## config.mk

```make
export PLATFORM = sky130hd
export DESIGN_NAME = csr_smv_mac
export DESIGN_NICKNAME = d
export VERILOG_FILES = /design/src/csr_sparse_matvec_defines.svh /design/src/csr_smv_pkg.sv /design/src/csr_smv_mac.sv
export SDC_FILE = /design/constraint.sdc
export NUM_CORES = 2
export LEC_CHECK = 0
export BUFFER_PORTS_ARGS = -buffer_cell sky130_fd_sc_hd__buf_2
export CAP_MARGIN = 20
export CORE_MARGIN = 3
export CORE_UTILIZATION = 45
export CTS_CLUSTER_DIAMETER = 200
export DETAILED_ROUTE_END_ITERATION = 12
export GPL_ROUTABILITY_DRIVEN = 1
export PLACE_DENSITY = 0.66
export RECOVER_POWER = 25
export SLEW_MARGIN = 0
export SYNTH_ARGS = -nofsm -noshare
export SYNTH_HDL_FRONTEND = slang
export SYNTH_SLANG_ARGS = --single-unit
```

## constraint.sdc

```tcl
create_clock -name clk -period 4.4 [get_ports clk]
set_input_delay 0.44 -clock clk [delete_from_list [all_inputs] [get_ports clk]]
set_output_delay 0.44 -clock clk [all_outputs]
set_load 0.02 [all_outputs]
```

## src/csr_sparse_matvec_defines.svh

```systemverilog
// Assertion macros for the sparse matrix-vector block.
`ifndef CSR_SPARSE_MATVEC_DEFINES_SVH
`define CSR_SPARSE_MATVEC_DEFINES_SVH

// Same-cycle implication, checked on every rising edge outside reset.
`define CSR_SMV_ASSERT_IMPLY(name, pre, post, msg) \
	name: assert property (@(posedge clk) disable iff (!arst_n) (pre) |-> (post)) \
		else $error(msg);

// Next-cycle implication, checked on every rising edge outside reset.
`define CSR_SMV_ASSERT_NEXT(name, pre, post, msg) \
	name: assert property (@(posedge clk) disable iff (!arst_n) (pre) |=> (post)) \
		else $error(msg);

`endif

```

## src/csr_smv_pkg.sv

```systemverilog
// Shared constants and types for the sparse matrix-vector block.
package csr_smv_pkg;

	localparam int VEC_DEPTH = 4096;
	localparam int ADDR_W    = (VEC_DEPTH > 1) ? $clog2(VEC_DEPTH) : 1;
	localparam int IDX_W     = 12;
	localparam int VAL_W     = 32;
	localparam int ACC_W     = 64;
	localparam int ROW_W     = 12;
	localparam int CMP_W     = ((ADDR_W > IDX_W) ? ADDR_W : IDX_W) + 1;

	typedef enum logic [1:0] {
		FUNC_LOAD    = 2'd0,
		FUNC_NZ      = 2'd1,
		FUNC_EMPTY   = 2'd2,
		FUNC_RESTART = 2'd3
	} func_t;

	typedef struct packed {
		func_t func;
		logic  last;
	} ctl_t;

endpackage

```

## src/csr_smv_mac.sv

```systemverilog
// Multiply stage, saturating accumulator and row counter.
module csr_smv_mac (
	input  logic                                 clk,
	input  logic                                 arst_n,
	input  logic                                 s1_valid,
	input  csr_smv_pkg::ctl_t                    ctl_s1,
	input  logic signed [csr_smv_pkg::VAL_W-1:0] value_s1,
	input  logic signed [csr_smv_pkg::VAL_W-1:0] x_s1,
	output logic                                 s1_adv,
	input  logic                                 s3_take,
	output logic                                 s3_valid,
	output logic [csr_smv_pkg::ROW_W-1:0]        row_s3,
	output logic signed [csr_smv_pkg::ACC_W-1:0] sum_s3,
	output logic                                 empty_s3
);
	import csr_smv_pkg::*;

	logic signed [ACC_W-1:0] prod_s2;
	ctl_t                    ctl_s2;
	logic                    valid_s2;
	logic                    valid_s3;
	logic signed [ACC_W-1:0] acc_q;
	logic [ROW_W-1:0]        row_q;
	logic signed [ACC_W:0]   raw_sum;
	logic signed [ACC_W-1:0] sat_sum;
	logic                    ovf;
	logic                    emits;
	logic                    s3_free;
	logic                    s2_go;

	assign raw_sum = {acc_q[ACC_W-1], acc_q} + {prod_s2[ACC_W-1], prod_s2};
	assign ovf     = (acc_q[ACC_W-1] == prod_s2[ACC_W-1])
		&& (raw_sum[ACC_W-1] != acc_q[ACC_W-1]);
	assign sat_sum = ovf ? (acc_q[ACC_W-1] ? {1'b1, {(ACC_W-1){1'b0}}}
		: {1'b0, {(ACC_W-1){1'b1}}}) : raw_sum[ACC_W-1:0];

	assign emits   = (ctl_s2.func == FUNC_EMPTY) || (ctl_s2.func == FUNC_NZ && ctl_s2.last);
	assign s3_free = !valid_s3 || s3_take;
	assign s2_go   = valid_s2 && (!emits || s3_free);
	assign s1_adv  = !valid_s2 || s2_go;

	always_ff @(posedge clk) begin
		if (s1_valid && s1_adv) begin
			prod_s2 <= value_s1 * x_s1;
			ctl_s2  <= ctl_s1;
		end
		if (s2_go && emits) begin
			row_s3   <= row_q;
			sum_s3   <= sat_sum;
			empty_s3 <= (ctl_s2.func == FUNC_EMPTY);
		end
	end

	always_ff @(posedge clk or negedge arst_n) begin
		if (!arst_n) begin
			valid_s2 <= 1'b0;
			valid_s3 <= 1'b0;
			acc_q    <= '0;
			row_q    <= '0;
		end else begin
			if (s1_adv) begin
				valid_s2 <= s1_valid;
			end
			if (s2_go && emits) begin
				valid_s3 <= 1'b1;
			end else if (s3_take) begin
				valid_s3 <= 1'b0;
			end
			if (s2_go) begin
				case (ctl_s2.func)
					FUNC_NZ: begin
						acc_q <= ctl_s2.last ? '0 : sat_sum;
						if (ctl_s2.last) begin
							row_q <= row_q + 1'b1;
						end
					end
					FUNC_EMPTY: begin
						acc_q <= '0;
						row_q <= row_q + 1'b1;
					end
					FUNC_RESTART: begin
						acc_q <= '0;
						row_q <= '0;
					end
					default: begin
						acc_q <= acc_q;
					end
				endcase
			end
		end
	end

	assign s3_valid = valid_s3;

endmodule

```

-- Word-level counts from Yosys, hierarchy flattened
Index checks and enable logic that the tools add are counted.
- bits of input ports: 71
- word-level logic and storage cells: 45
- register bits: 222
- output and inout port bits: 79
- multiplexer cells: 8
- $mul: 1
- $add $sub $neg: 2
- eq/ne operators: 6
- reduce and logical (&&, ||, !) cells: 18
- operators with widths (kind ; count):
    two-way mux 64 bit ; 3
    case mux 64 bit (2 select lines) ; 1
    adder 64 bit ; 1
    multiplier 32 x 32 -> 64 bit ; 1
    case mux 12 bit (3 select lines) ; 1
    adder 12 x 1 -> 12 bit, second input constant ; 1
    two-way mux 12 bit ; 1
    logical AND 1 bit ; 5
    == test 2 bit, second input constant ; 2
    logical OR 1 bit ; 4
    nonzero test 2 bit ; 2
    logical NOT 1 bit ; 3
    AND reduction 3 bit ; 1
    nonzero test 3 bit ; 1
    == test 2 x 1 -> 1 bit, second input constant ; 1
    two-way mux 1 bit ; 2
    != test 2 bit, second input constant ; 1
    AND reduction 2 bit ; 1
    OR reduction 2 bit ; 1
    == test 1 bit ; 1
    != test 1 bit ; 1

-- Logic depth before layout (Yosys ltp)
- depth after elaboration: 8
- depth in mapped cells: 29
- mapped depth without buffers: 27

-- Worst setup path before layout
No wires, ideal clock.
- path kind: input to register
- start point: input x_s1[2] (netlist bit)
- end point: register prod_s2[62] (data pin)
- setup slack: -3.553 ns
- buffers on the path: 2
- library setup time: 0.258 ns
- required time: 4.142 ns
- arrival: 7.696 ns
- cell stages on the path: 26
- path through: clkbuf_1 > nand2_1 > inv_1 > fa_1 > fa_1 > fa_1 > fa_1 > inv_1 > fa_1 > inv_1 > fa_1 > inv_1 > fa_1 > inv_1 > fa_1 > ha_1 > clkbuf_1 > nand2_1 > nor3_1 > and3_1 > o211ai_1 > a21oi_1 > a22o_1 > a311o_1 > a21oi_1 > xnor2_1
- cells in the longest elaborated chain, start to end: 1
- RTL lines (element ; RTL line ; RTL):
    start: declaration ; csr_smv_mac.sv:8 ; input logic signed [csr_smv_pkg::VAL_W-1:0] x_s1,
    multiplier 32 x 32 -> 64 bit ; csr_smv_mac.sv:44 ; prod_s2 <= value_s1 * x_s1;
    end signal: assignment ; csr_smv_mac.sv:44 ;
    end: declaration ; csr_smv_mac.sv:18 ; logic signed [ACC_W-1:0] prod_s2;
Every way passes these cells.
A chain may end at the register's enable or synchronous reset.

-- Final worst setup path
- start point: input x_s1[11] (netlist bit)
- end point: register prod_s2[45] (data pin)
Same word-level chain as after synthesis.

==> implementation parameters <==
Parameter                              Value

STA
  Worst Hold Slack ... 0.0991 ns
  Worst slew slack as a fraction of its limit ... -114%
  Final Worst Setup Slack ... -2.55 ns
  Final Skew ... 0.0275 ns
  Share of the clock period used by the worst path after layout ... 158%
  Final hold violations ... 0
  Total negative slack for setup checks ... -112.49 ns
  Unrepaired setup endpoints after global routing ... yes
  Setup violators final ... 57
  Least-Margin Pin Slew ... 3.20 ns
  Final worst path period need ... 6.95 ns
  Number of pins exceeding their max-slew limit in the final report ... 50
  FMAX ... 144 MHz

Synth
  Total nets after synthesis ... 6379
  Multiplexer share of the synthesized area ... 0.0863%
  Fraction of post-synthesis cell area in the top cell type by area ... 45.3%
  Count of distinct cell types in the synthesized netlist ... 79
  Area of the mapped netlist ... 0.0478 mm²
  Post-synthesis xor/xnor area fraction ... 2.42%
  Flip-flop cell with the highest count after synthesis ... edfxtp_1
  Leading post-synthesis cells by cell area ... fa_1, edfxtp_1, inv_1, and2_1, ha_1
  Number of flops mapped to enable cells by yosys ... 144
  Largest area contributor in the synthesized netlist ... fa_1
  Syn Area/Cell ... 9.61 µm²
  Sequential-to-total area share from yosys stat ... 13.1%
  Simple-Gate Fraction of Synth Area ... 15.9%
  Ys Warns ... 0
  Synthesized-area fraction occupied by ao, oa, aoi and oai cells ... 6.88%
  Number of cells produced by synthesis ... 4977
  Async set-reset flop share out of synthesis ... 35.1%
  Number of register bits inferred by synthesis ... 222
  Synth Area in Adders ... 51.8%
  Largest family of logic cells by synthesized area ... adder cells

Setup path
  Largest delay contributor family on the critical path ... adder cells
  Worst Path Required ... 4.68 ns
  Setup Crit Path Kind ... in2reg
  Most frequent cell on the critical path ... fa_1
  Kind of start point of the critical path ... input port
  Max stage delay on crit path ... 0.65 ns
  Critical-path maximum fanout ... 6
  Buffer and inverter count on the worst path ... 6
  Cell at the slowest stage of the critical path ... fa_2
  CP Capture Type ... register
  Data arrival time of the critical path ... 7.23 ns

Cells and area
  Inserted Diodes ... 0
  Fraction of final layout cells sized beyond drive strength 1 ... 19.8%
  Register Area ... 0.00628 mm²
  Count of placed standard cells in the final layout, fillers left out ... 6876
  Area added between synthesis and finish ... 21.0%
  Utilization of the core after routing ... 55.4%
  Count of nets after finishing ... 6882
  Area of the multi-input gates ... 0.0387 mm²
  Fillers ... 9099

Status
  Violations in the final reports ... capacitance limit, slew limit, setup timing
  Status ... complete, but fails checks

Global routing
  Maximum number of pins on one net before global-route repair ... 73
  GRT Overall Usage ... 23.8%
  Remaining Overflow, GRT ... 0
  Wire length of the first global-routing pass ... 211000 µm
  Vias in the first global route ... 38.4k
  Number of antenna violations at the first check in global routing ... 2

Route
  Mean number of vias per cell ... 5.18
  Post-detailed-route DRC marker count ... 0
  Via count of the routed design ... 35.6k
  Starting DRT DRC Count ... 2267
  Routed wirelength normalized by instance count ... 18.9 µm
  Drt first pass iters ... 6
  Final WL ... 130000 µm
  Count of nets left with antenna violations after detail routing ... 0

Placed design
  Routability Congestion ... 0.921
  Count of input and output buffers ... 149
  DP HPWL ... 107000 µm
  Placed Cells ... 6729

Floorplanning
  Number of top-level pins ... 150
  Overall die width ... 332 µm
  Core region area ... 0.105 mm²
  Die span in y ... 332 µm
  Die area ... 0.110 mm²
  Effective utilization at floorplan ... 45.8%
  Row count ... 118

Clock tree
  Num CTS Buffers ... 22
  Number of buffers between clock root and the deepest sink ... 3
  Clock H-tree levels ... 1
  Clock root cell ... clkbuf_16
  Insertion delay of the later-clocked pin in the worst-skew pair ... 0.53 ns
  Sink count of the clock tree ... 222
  TritonCTS clock tree ... done
  CTS clk-pin slew, worst paths ... 0.07 ns

Job
  Max-cap viol count ... 1

Hold path
  Type of the worst min-delay path ... in2reg
## layout make-up
class | instances | area share [%]
clock inverters | 15 | 0.214
inverters | 982 | 6.37
multi-input cells | 3513 | 66.8
repair buffers | 739 | 11.8
clock buffers | 25 | 0.988
well taps | 1380 | 2.98
flip-flops and latches | 222 | 10.8
## cells in the mapped netlist, drive strengths merged, types with 78 or more instances
master     n
nor2     185
a21oi    141
xnor2     85
nand2    617
inv      982
ha       248
clkbuf   244
o21ai    131
edfxtp   144
and2     530
fa      1083
dfrtp     78
## per-stage QoR
| step | cell area (µm²) | worst slack [ns] |
|---|---|---|
| 2_1_floorplan | 48600 | -3.13 |
| 3_5_place_dp | 53900 | -3.52 |
| 5_1_grt | 57900 | -2.75 |
| 4_1_cts | 57100 | -2.54 |
| 6_report | 57900 | -2.55 |
| 3_3_place_gp | 53900 | -3.44 |
## path summary, 6_finish.rpt
check                            from          end  slack, ns  depth (start not counted)
max                          x_s1[11]  prod_s2[45]      -2.55                         26
min                         ctl_s1[0]    ctl_s2[0]        0.1                          1
max reg2reg                prod_s2[0]   sum_s3[58]       0.39                         12
min reg2reg                 acc_q[26]    acc_q[26]       0.49                          2
max in group asynchronous      arst_n    acc_q[55]       1.04                          2
min in group asynchronous      arst_n    acc_q[13]       1.54                          2
## kinds of logic (layout without fill, tap and decap cells)
kind of cell               Yosys count  count (layout)
AOI/OAI and AO/OA                  510             510
adders and majority gates         1331            1331
and+or+nand+nor                   1536            1536
xor gates and xnor gates           132             132
muxes                                4               4
buffers and inverters             1242            1761
DFF                                222             222
## layout by cell type (no fill, tap or decap), types with 40 or more instances in the layout
| cell type | instances |
|---|---|
| nor2b_1 | 40 |
| edfxtp_1 | 144 |
| a21o_1 | 75 |
| buf_4 | 457 |
| dfrtp_1 | 78 |
| fa_1 | 1000 |
| ha_1 | 205 |
| nand2_1 | 595 |
| clkbuf_1 | 54 |
| nor2_1 | 178 |
| buf_6 | 92 |
| and2_1 | 494 |
| buf_12 | 54 |
| ha_4 | 42 |
| xor2_1 | 44 |
| fa_2 | 83 |
| a21oi_1 | 103 |
| o21ai_0 | 96 |
| xnor2_1 | 77 |
| inv_1 | 946 |
## metal layers
metal,routed length [µm],GRT usage (%)
met1,59200,35.1
met2,59600,38.3
met3,8760,3.28
met4,2120,3.96
met5,0,0
## sequential cells by signal (all words and copies together) (netlist names)
register / count
ctl_s2: 3
row_s3: 12
empty_s3: 1
row_q: 12
prod_s2: 64
valid_s2: 1
sum_s3: 64
acc_q: 64
s3_valid: 1
## worst register-to-register path, cell delays in order (launching register included)
cell and delay, ns:
edfxtp_1 0.44, ha_1 0.27, fa_1 0.44, a211oi_1 0.32, o21ai_0 0.23, a41oi_1 0.40, nor2_1 0.16, o211a_1 0.31
o2111ai_1 0.43, a21oi_1 0.17, or4_1 0.42, nand2_1 0.11, nor2_1 0.05
## what timing repair did
item | in CTS | in global routing
hold endpoints to repair | 25 | 0
buffers inserted | 88 | 23
hold buffers | 1 | 0
gates resized for setup | 399 | 167
pin swaps | 200 | 112
setup endpoints to repair | 56 | 56
gates cloned | 9 | 4
Power is left out: the tool's default activity adds up to more than one toggle a clock period on the data nets, which glitch-free logic cannot reach.
