## src/csr_sparse_matvec_defines.svh

```systemverilog
// Assertion macros for the sparse matrix-vector block.
`ifndef CSR_SPARSE_MATVEC_DEFINES_SVH
`define CSR_SPARSE_MATVEC_DEFINES_SVH

// Same-cycle implication, checked on every rising edge outside reset.
`define CSR_SMV_ASSERT_IMPLY(name, pre, post, msg) \
	name: assert property (@(posedge clk) disable iff (!arst_n) (pre) |-> (post)) \
		else $error(msg);

// Next-cycle implication, checked on every rising edge outside reset.
`define CSR_SMV_ASSERT_NEXT(name, pre, post, msg) \
	name: assert property (@(posedge clk) disable iff (!arst_n) (pre) |=> (post)) \
		else $error(msg);

`endif

```

## src/csr_smv_pkg.sv

```systemverilog
// Shared constants and types for the sparse matrix-vector block.
package csr_smv_pkg;

	localparam int VEC_DEPTH = 4096;
	localparam int ADDR_W    = (VEC_DEPTH > 1) ? $clog2(VEC_DEPTH) : 1;
	localparam int IDX_W     = 12;
	localparam int VAL_W     = 32;
	localparam int ACC_W     = 64;
	localparam int ROW_W     = 12;
	localparam int CMP_W     = ((ADDR_W > IDX_W) ? ADDR_W : IDX_W) + 1;

	typedef enum logic [1:0] {
		FUNC_LOAD    = 2'd0,
		FUNC_NZ      = 2'd1,
		FUNC_EMPTY   = 2'd2,
		FUNC_RESTART = 2'd3
	} func_t;

	typedef struct packed {
		func_t func;
		logic  last;
	} ctl_t;

endpackage

```

## src/csr_smv_out.sv

```systemverilog
// Rounding, clipping and output register.
module csr_smv_out (
	input  logic                                 clk,
	input  logic                                 arst_n,
	input  logic                                 s3_valid,
	input  logic [csr_smv_pkg::ROW_W-1:0]        row_s3,
	input  logic signed [csr_smv_pkg::ACC_W-1:0] sum_s3,
	input  logic                                 empty_s3,
	output logic                                 s3_take,
	output logic                                 out_valid,
	input  logic                                 out_stall,
	output logic [csr_smv_pkg::ROW_W-1:0]        row,
	output logic signed [csr_smv_pkg::VAL_W-1:0] y_value,
	output logic                                 saturated
);
	import csr_smv_pkg::*;

	localparam int RND_W = ACC_W - 16 + 1;

	logic                    valid_q;
	logic signed [RND_W-1:0] rounded;
	logic signed [VAL_W-1:0] clipped;
	logic                    hi;
	logic                    lo;

	assign rounded = {sum_s3[ACC_W-1], sum_s3[ACC_W-1:16]} + RND_W'(sum_s3[15]);
	assign hi      = rounded > RND_W'(signed'({1'b0, {(VAL_W-1){1'b1}}}));
	assign lo      = rounded < -(RND_W'(signed'({1'b0, 1'b1, {(VAL_W-1){1'b0}}})));
	assign clipped = hi ? {1'b0, {(VAL_W-1){1'b1}}}
		: lo ? {1'b1, {(VAL_W-1){1'b0}}} : rounded[VAL_W-1:0];

	assign s3_take = s3_valid && (!valid_q || !out_stall);

	always_ff @(posedge clk) begin
		if (s3_take) begin
			row       <= row_s3;
			y_value   <= empty_s3 ? '0 : clipped;
			saturated <= !empty_s3 && (hi || lo);
		end
	end

	always_ff @(posedge clk or negedge arst_n) begin
		if (!arst_n) begin
			valid_q <= 1'b0;
		end else if (s3_take) begin
			valid_q <= 1'b1;
		end else if (!out_stall) begin
			valid_q <= 1'b0;
		end
	end

	assign out_valid = valid_q;

endmodule

```

## config.mk

```make
export PLATFORM = sky130hd
export DESIGN_NAME = csr_smv_out
export DESIGN_NICKNAME = d
export VERILOG_FILES = /design/src/csr_sparse_matvec_defines.svh /design/src/csr_smv_pkg.sv /design/src/csr_smv_out.sv
export SDC_FILE = /design/constraint.sdc
export NUM_CORES = 1
export LEC_CHECK = 0
export ABC_CLOCK_PERIOD_IN_PS = 6000
export BUFFER_PORTS_ARGS = -buffer_cell sky130_fd_sc_hd__clkbuf_2
export CAP_MARGIN = 15
export CORE_ASPECT_RATIO = 1.2
export CORE_MARGIN = 2
export CORE_UTILIZATION = 48
export DETAILED_ROUTE_END_ITERATION = 7
export PLACE_DENSITY = 0.81
export SYNTH_ARGS = -nofsm -noshare
export SYNTH_HDL_FRONTEND = slang
export SYNTH_SLANG_ARGS = --single-unit
```

## constraint.sdc

```tcl
create_clock -name clk -period 6 [get_ports clk]
set_input_delay 0 -clock clk [delete_from_list [all_inputs] [get_ports clk]]
set_output_delay 0 -clock clk [all_outputs]
set_load 0.05 [all_outputs]
```

## Word-level counts from Yosys, hierarchy flattened

Index checks and enable logic that the tools add are counted.
W data, S select, Z words.

| storage, ports and cells | value |
|---|---|
| register bits after elaboration | 46 |
| output and inout bits | 47 |

| operators by class | value |
|---|---|
| $add $sub $neg | 1 |
| $lt $le $gt $ge | 2 |
| eq/ne operators | 1 |
| mux-type cells | 4 |
| reductions and logical operators | 8 |

Operators with widths:

| cell | number |
|---|---|
| $add A48 B2 Y49 | 1 |
| $gt A49 B32 Y1 const B | 1 |
| $lt A49 B32 Y1 const B | 1 |
| $mux W32 | 1 |
| $mux W31 | 1 |
| $logic_not A1 Y1 | 3 |
| $logic_and A1 B1 Y1 | 2 |
| $logic_or A1 B1 Y1 | 2 |
| $mux W1 | 2 |
| $ne A2 B2 Y1 const B | 1 |
| $reduce_or A2 Y1 | 1 |

## Logic depth before layout (Yosys ltp)

| logic depth | value |
|---|---|
| word-level depth | 4 |
| gate-level depth with buffers | 12 |
| gate-level depth less buffers | 10 |

## Worst setup path before layout

Ideal clock, no wire load.

| path | value |
|---|---|
| kind | reg-to-reg |
| from | register valid_q, in the netlist out_valid |
| to | register row[0] (netlist bit) (enable) |
| setup time | 0.569 ns |
| arrival | 4.952 ns |
| required time | 5.431 ns |
| setup slack | 0.478 ns |
| stages on the path, launching flop included | 2 |
| path buffers | 0 |
| clock period less this slack | 5.522 ns |
| path through | dfrtp_1 a21boi_0 |

| on the way | value |
|---|---|
| word-level cells in the longest chain between the ends | 3 |

RTL lines:

| item | RTL line | text |
|---|---|---|
| start, declared | csr_smv_out.sv:20 | `logic valid_q;` |
| start signal, assigned | csr_smv_out.sv:44 | `valid_q <= 1'b0;` |
| start signal, assigned | csr_smv_out.sv:46 | `valid_q <= 1'b1;` |
| start signal, assigned | csr_smv_out.sv:48 | `valid_q <= 1'b0;` |
| $logic_not A1 Y1 | csr_smv_out.sv:32 | `assign s3_take = s3_valid && (!valid_q \|\| !out_stall);` |
| $logic_or A1 B1 Y1 | csr_smv_out.sv:32 |  |
| $logic_and A1 B1 Y1 | csr_smv_out.sv:32 |  |
| net s3_take | csr_smv_out.sv:9 | `output logic s3_take,` |
| end signal, assigned | csr_smv_out.sv:36 | `row <= row_s3;` |
| end, declared | csr_smv_out.sv:12 | `output logic [csr_smv_pkg::ROW_W-1:0] row,` |

The timed path passes the listed nets, and every way through them passes these cells.
A chain may end at the register's enable or synchronous reset.

## Worst setup path in the final report

| path | value |
|---|---|
| from | input port sum_s3[15] (netlist bit) |
| to | register y_value[25] (netlist bit), data pin |

| on the way | value |
|---|---|
| word-level cells in the longest chain between the ends | 4 |

RTL lines:

| item | RTL line | text |
|---|---|---|
| start, declared | csr_smv_out.sv:7 | `input logic signed [csr_smv_pkg::ACC_W-1:0] sum_s3,` |
| $add A48 B2 Y49 (*) | csr_smv_out.sv:26 | `assign rounded = {sum_s3[ACC_W-1], sum_s3[ACC_W-1:16]} + RND_W'(sum_s3[15]);` |
| $lt A49 B32 Y1 | csr_smv_out.sv:28 | `assign lo = rounded < -(RND_W'(signed'({1'b0, 1'b1, {(VAL_W-1){1'b0}}})));` |
| $mux W32 | csr_smv_out.sv:30 | `: lo ? {1'b1, {(VAL_W-1){1'b0}}} : rounded[VAL_W-1:0];` |
| $mux W31 (*) | csr_smv_out.sv:29 | `assign clipped = hi ? {1'b0, {(VAL_W-1){1'b1}}}` |
| end signal, assigned | csr_smv_out.sv:37 | `y_value <= empty_s3 ? '0 : clipped;` |
| end, declared | csr_smv_out.sv:13 | `output logic signed [csr_smv_pkg::VAL_W-1:0] y_value,` |

Mark *: on every way between the ends. The rest lies on a longest branch, timed or not.

==> metrics.md <==
| Metric | Value |
|---|---|
| Status | `finished, final reports clean` |
| HP Start | `empty_s3` |
| ANT cells | `0` |
| P_leak | `1.50 nW` |
| Flop pwr share | `0.471` |
| Ys async rst share | `0.0217` |
| Syn nets | `362` |
| DR iter-0 viols | `266` |
| Clock Root Buffer | `clkbuf_8` |
| Worst hold stages | `2` |
| Fin. Hold Viols | `0` |
| Post-Synthesis Cell Area | `2910 µm²` |
| Final WS setup | `3.03 ns` |
| Flop2flop setup slack | `4.59 ns` |
| Top cells by area, synth | `edfxtp_1, xor2_1, o21ai_1` |
| Crit-path cells | `clkbuf_2 -> ha_1 -> and4_1 -> and4_1 -> and3_1 -> and3_1 -> a31oi_1 -> or4_4 -> o41ai_4 -> buf_4 -> o21ai_1` |
| Main synth FF type | `edfxtp_1` |
| Cell-internal power | `0.562 mW` |
| M1 wire length | `3160 µm` |
| Final worst path period share | `0.495` |
| Hold Path End | `y_value[31]$_SDFFCE_PP0P_` |
| First-pass DRT Iterations | `5` |
| Critical path arrival | `3.01 ns` |
| GPL Wtd Cong | `0.859` |
| Seq cells post-synth | `46` |
| Clk pwr share | `0.286` |
| Area Growth Syn to Fin | `30.5%` |
| Total Routing Usage GR | `0.244` |
| Switch Pwr | `0.255 mW` |
| Fmax | `0.337 GHz` |
| Family with the most delay on the worst path | `simple AND/OR/NAND/NOR gates` |
| Final Critical Period | `2.97 ns` |
| Final core occ | `0.641` |
| RSZ-0062 raised after global routing | `false` |
| Routed WL | `8350 µm` |
| Setup Viol. Count Final | `0` |
| Leading area contributor after synthesis | `edfxtp_1` |
| WP buf/inv | `2` |
| Switch share | `0.312` |
| Clk buf depth | `2` |
| Clk_lat worst skew | `0.30 ns` |
| Final net count | `487` |
| Worst Tran Pin Value | `0.606 ns` |
| # IOs | `128` |
| Clock Skew | `0.0106 ns` |
| Synth top area share | `0.464` |
| Post-Layout Inst Area | `3800 µm²` |
| Max VDD drop | `0.0998 mV` |
| Syn Area/Cell | `10.4 µm²` |
| DIE HEIGHT | `89.3 µm` |
| Depth of the worst register-to-register path | `2` |
| Routed wl met3 | `619 µm` |
| Die footprint | `6710 µm²` |
| Placed Area | `3510 µm²` |
| Slew HR | `0.593` |
| Crit path max fanout | `32` |
| Register area | `1380 µm²` |
| First-pass GRT wire length | `12400 µm` |
| Worst-path clk slew | `0.09 ns` |
| EDFF count, synth | `45` |
| Worst r2r dst | `y_value[19]$_SDFFCE_PP0P_` |
| Post-synthesis sequential area ratio | `0.473` |
| Hold Slack | `0.0126 ns` |
| TritonCTS clock tree | `done` |
| Pin count of the biggest net entering global routing | `47` |
| R2R Path Start | `out_valid$_DFFE_PN0P_` |
| CTS Sinks | `46` |
| Top sig layer | `met4` |
| Critical path endpoint category | `flop` |
| Num CTS Buffers | `5` |
| Post-DP HPWL | `5640 µm` |
| Initial antenna violation count | `0` |
| Slowest CP cell | `or4_4` |
| Synth Instances | `279` |
| Metal2 WL | `4320 µm` |
| Share of post-route cells with drive strength above 1 | `0.331` |
| Row count | `31` |
| # fillers | `457` |
| Multi-input gate area | `1450 µm²` |
| CP Class | `input port to flop` |
| Routed WL per cell | `17.1 µm` |
| Setup_tns | `0 ns` |
| Final ANT Viol Nets | `0` |
| Final Slew Violations | `0` |
| Grt ovf | `0` |
| Count of warnings emitted by yosys | `0` |
| Comb power frac | `0.243` |
| Drc violations | `0` |
| Power Density | `215 nW/µm²` |
| Chip Width | `75.1 µm` |
| Initial Utilization | `0.491` |
| Vias in the first global route | `2612` |
| PortBufs | `112` |
| CORE AREA | `5930 µm²` |
| Yosys cell types | `49` |
| Required time worst endpoint | `6.04 ns` |
| Startpoint class of the critical path | `input port` |
| Pre-CTS setup slack | `2.64 ns` |
| HP Class | `input port to flop` |
| CP peak stage delay | `0.57 ns` |
| Max-cap violation count | `0` |
| H-tree levels | `2` |
| Via-to-Cell Ratio | `5.81` |
| Overall via count from detail_route | `2830` |
-- through the flow --
stage | instances | total power [mW]
after floorplan | 279 | 0.515
after global placement | 462 | 0.571
after CTS | 486 | 0.807
final | 487 | 0.816
after global routing | 487 | 0.841
after detailed placement | 462 | 0.575
-- repair_timing --
item / in CTS / in global routing
hold buffers: 16 / 0
hold endpoints to repair: 14 / 0
setup buffers: 0 / 0
resized for setup: 0 / 0
-- worst max path at each step --
stage	to	depth (start not counted)	slack, ns	from
after floorplan	row[0]$_DFFE_PP_	1	0.48	out_valid$_DFFE_PN0P_
after global placement	y_value[22]$_SDFFCE_PP0P_	11	2.65	sum_s3[15]
after detailed placement	y_value[9]$_SDFFCE_PP0P_	11	2.64	sum_s3[15]
after CTS	y_value[9]$_SDFFCE_PP0P_	11	2.94	sum_s3[15]
after global routing	y_value[6]$_SDFFCE_PP0P_	12	2.67	sum_s3[15]
final	y_value[25]$_SDFFCE_PP0P_	11	3.03	sum_s3[15]
-- kinds of logic (layout without fill, tap and decap cells) --
kind of cell,after synthesis,in the layout,synth area share
simple gates,124,124,0.250
compound gates,52,52,0.115
flops,46,46,0.473
xor+xnor,38,38,0.114
buf+inv,16,142,0.0356
fa+ha+maj,2,2,0.00859
mux,1,1,0.00344
-- power groups by stage --
stage	sequential, mW	combinational [mW]	clock [mW]
6_report	0.384	0.198	0.234
5_1_grt	0.386	0.212	0.243
4_1_cts	0.384	0.194	0.229
3_5_place_dp	0.391	0.184	0
3_3_place_gp	0.390	0.181	0
2_1_floorplan	0.462	0.0528	0
-- sequential cells by signal, indices dropped and copies added (netlist names) --
| signal | flops |
|---|---|
| saturated | 1 |
| y_value | 32 |
| out_valid | 1 |
| row | 12 |
-- area by class of cell --
class                           count  share of cell area
Clock inverter                      3              0.0115
Multi-Input combinational cell    217               0.381
Inverter                            3             0.00296
Clock buffer                        5              0.0181
Sequential cell                    46               0.362
Timing Repair Buffer              131               0.197
Tap cell                           82              0.0270
-- synth_stat cells (2+ instances only) --
cell	count
buf_2	3
xor2_1	22
clkbuf_1	2
buf_6	4
nand2_1	17
nor3_1	12
ha_1	2
xnor2_1	16
nand4_1	18
o21ai_0	5
o21ai_2	2
edfxtp_1	45
inv_1	3
nor2_1	8
nand3_1	20
nor2b_1	2
and4_1	10
buf_4	2
nor4_1	6
nor3b_1	2
o31ai_1	3
and3_1	16
and2_1	5
o21ai_1	28
clkbuf_2	2
-- metal layers --
metal / vias to the layer above / global-route usage
li1: 1326 / -
met2: 146 / 0.447
met1: 1339 / 0.277
met4: 0 / 0.112
met3: 19 / 0.0316
met5: - / 0
-- layout by cell type, fill, tap and decap left out, types with 2 or more instances in the layout --
cell           instances
o31ai_1                3
and3_1                16
dlygate4sd3_1         16
nand3_1               20
edfxtp_1              45
o21ai_0                5
clkbuf_8               5
and2_1                 5
nor2b_1                2
and4_1                10
xnor2_1               16
xor2_1                22
nor3_1                12
clkbuf_2             112
o21ai_1               28
buf_4                  2
inv_1                  3
o21ai_2                2
nor3b_1                2
nor4_1                 6
nand2_1               17
nand4_1               18
nor2_1                 8
ha_1                   2
Power figures use the tool's default switching activity.
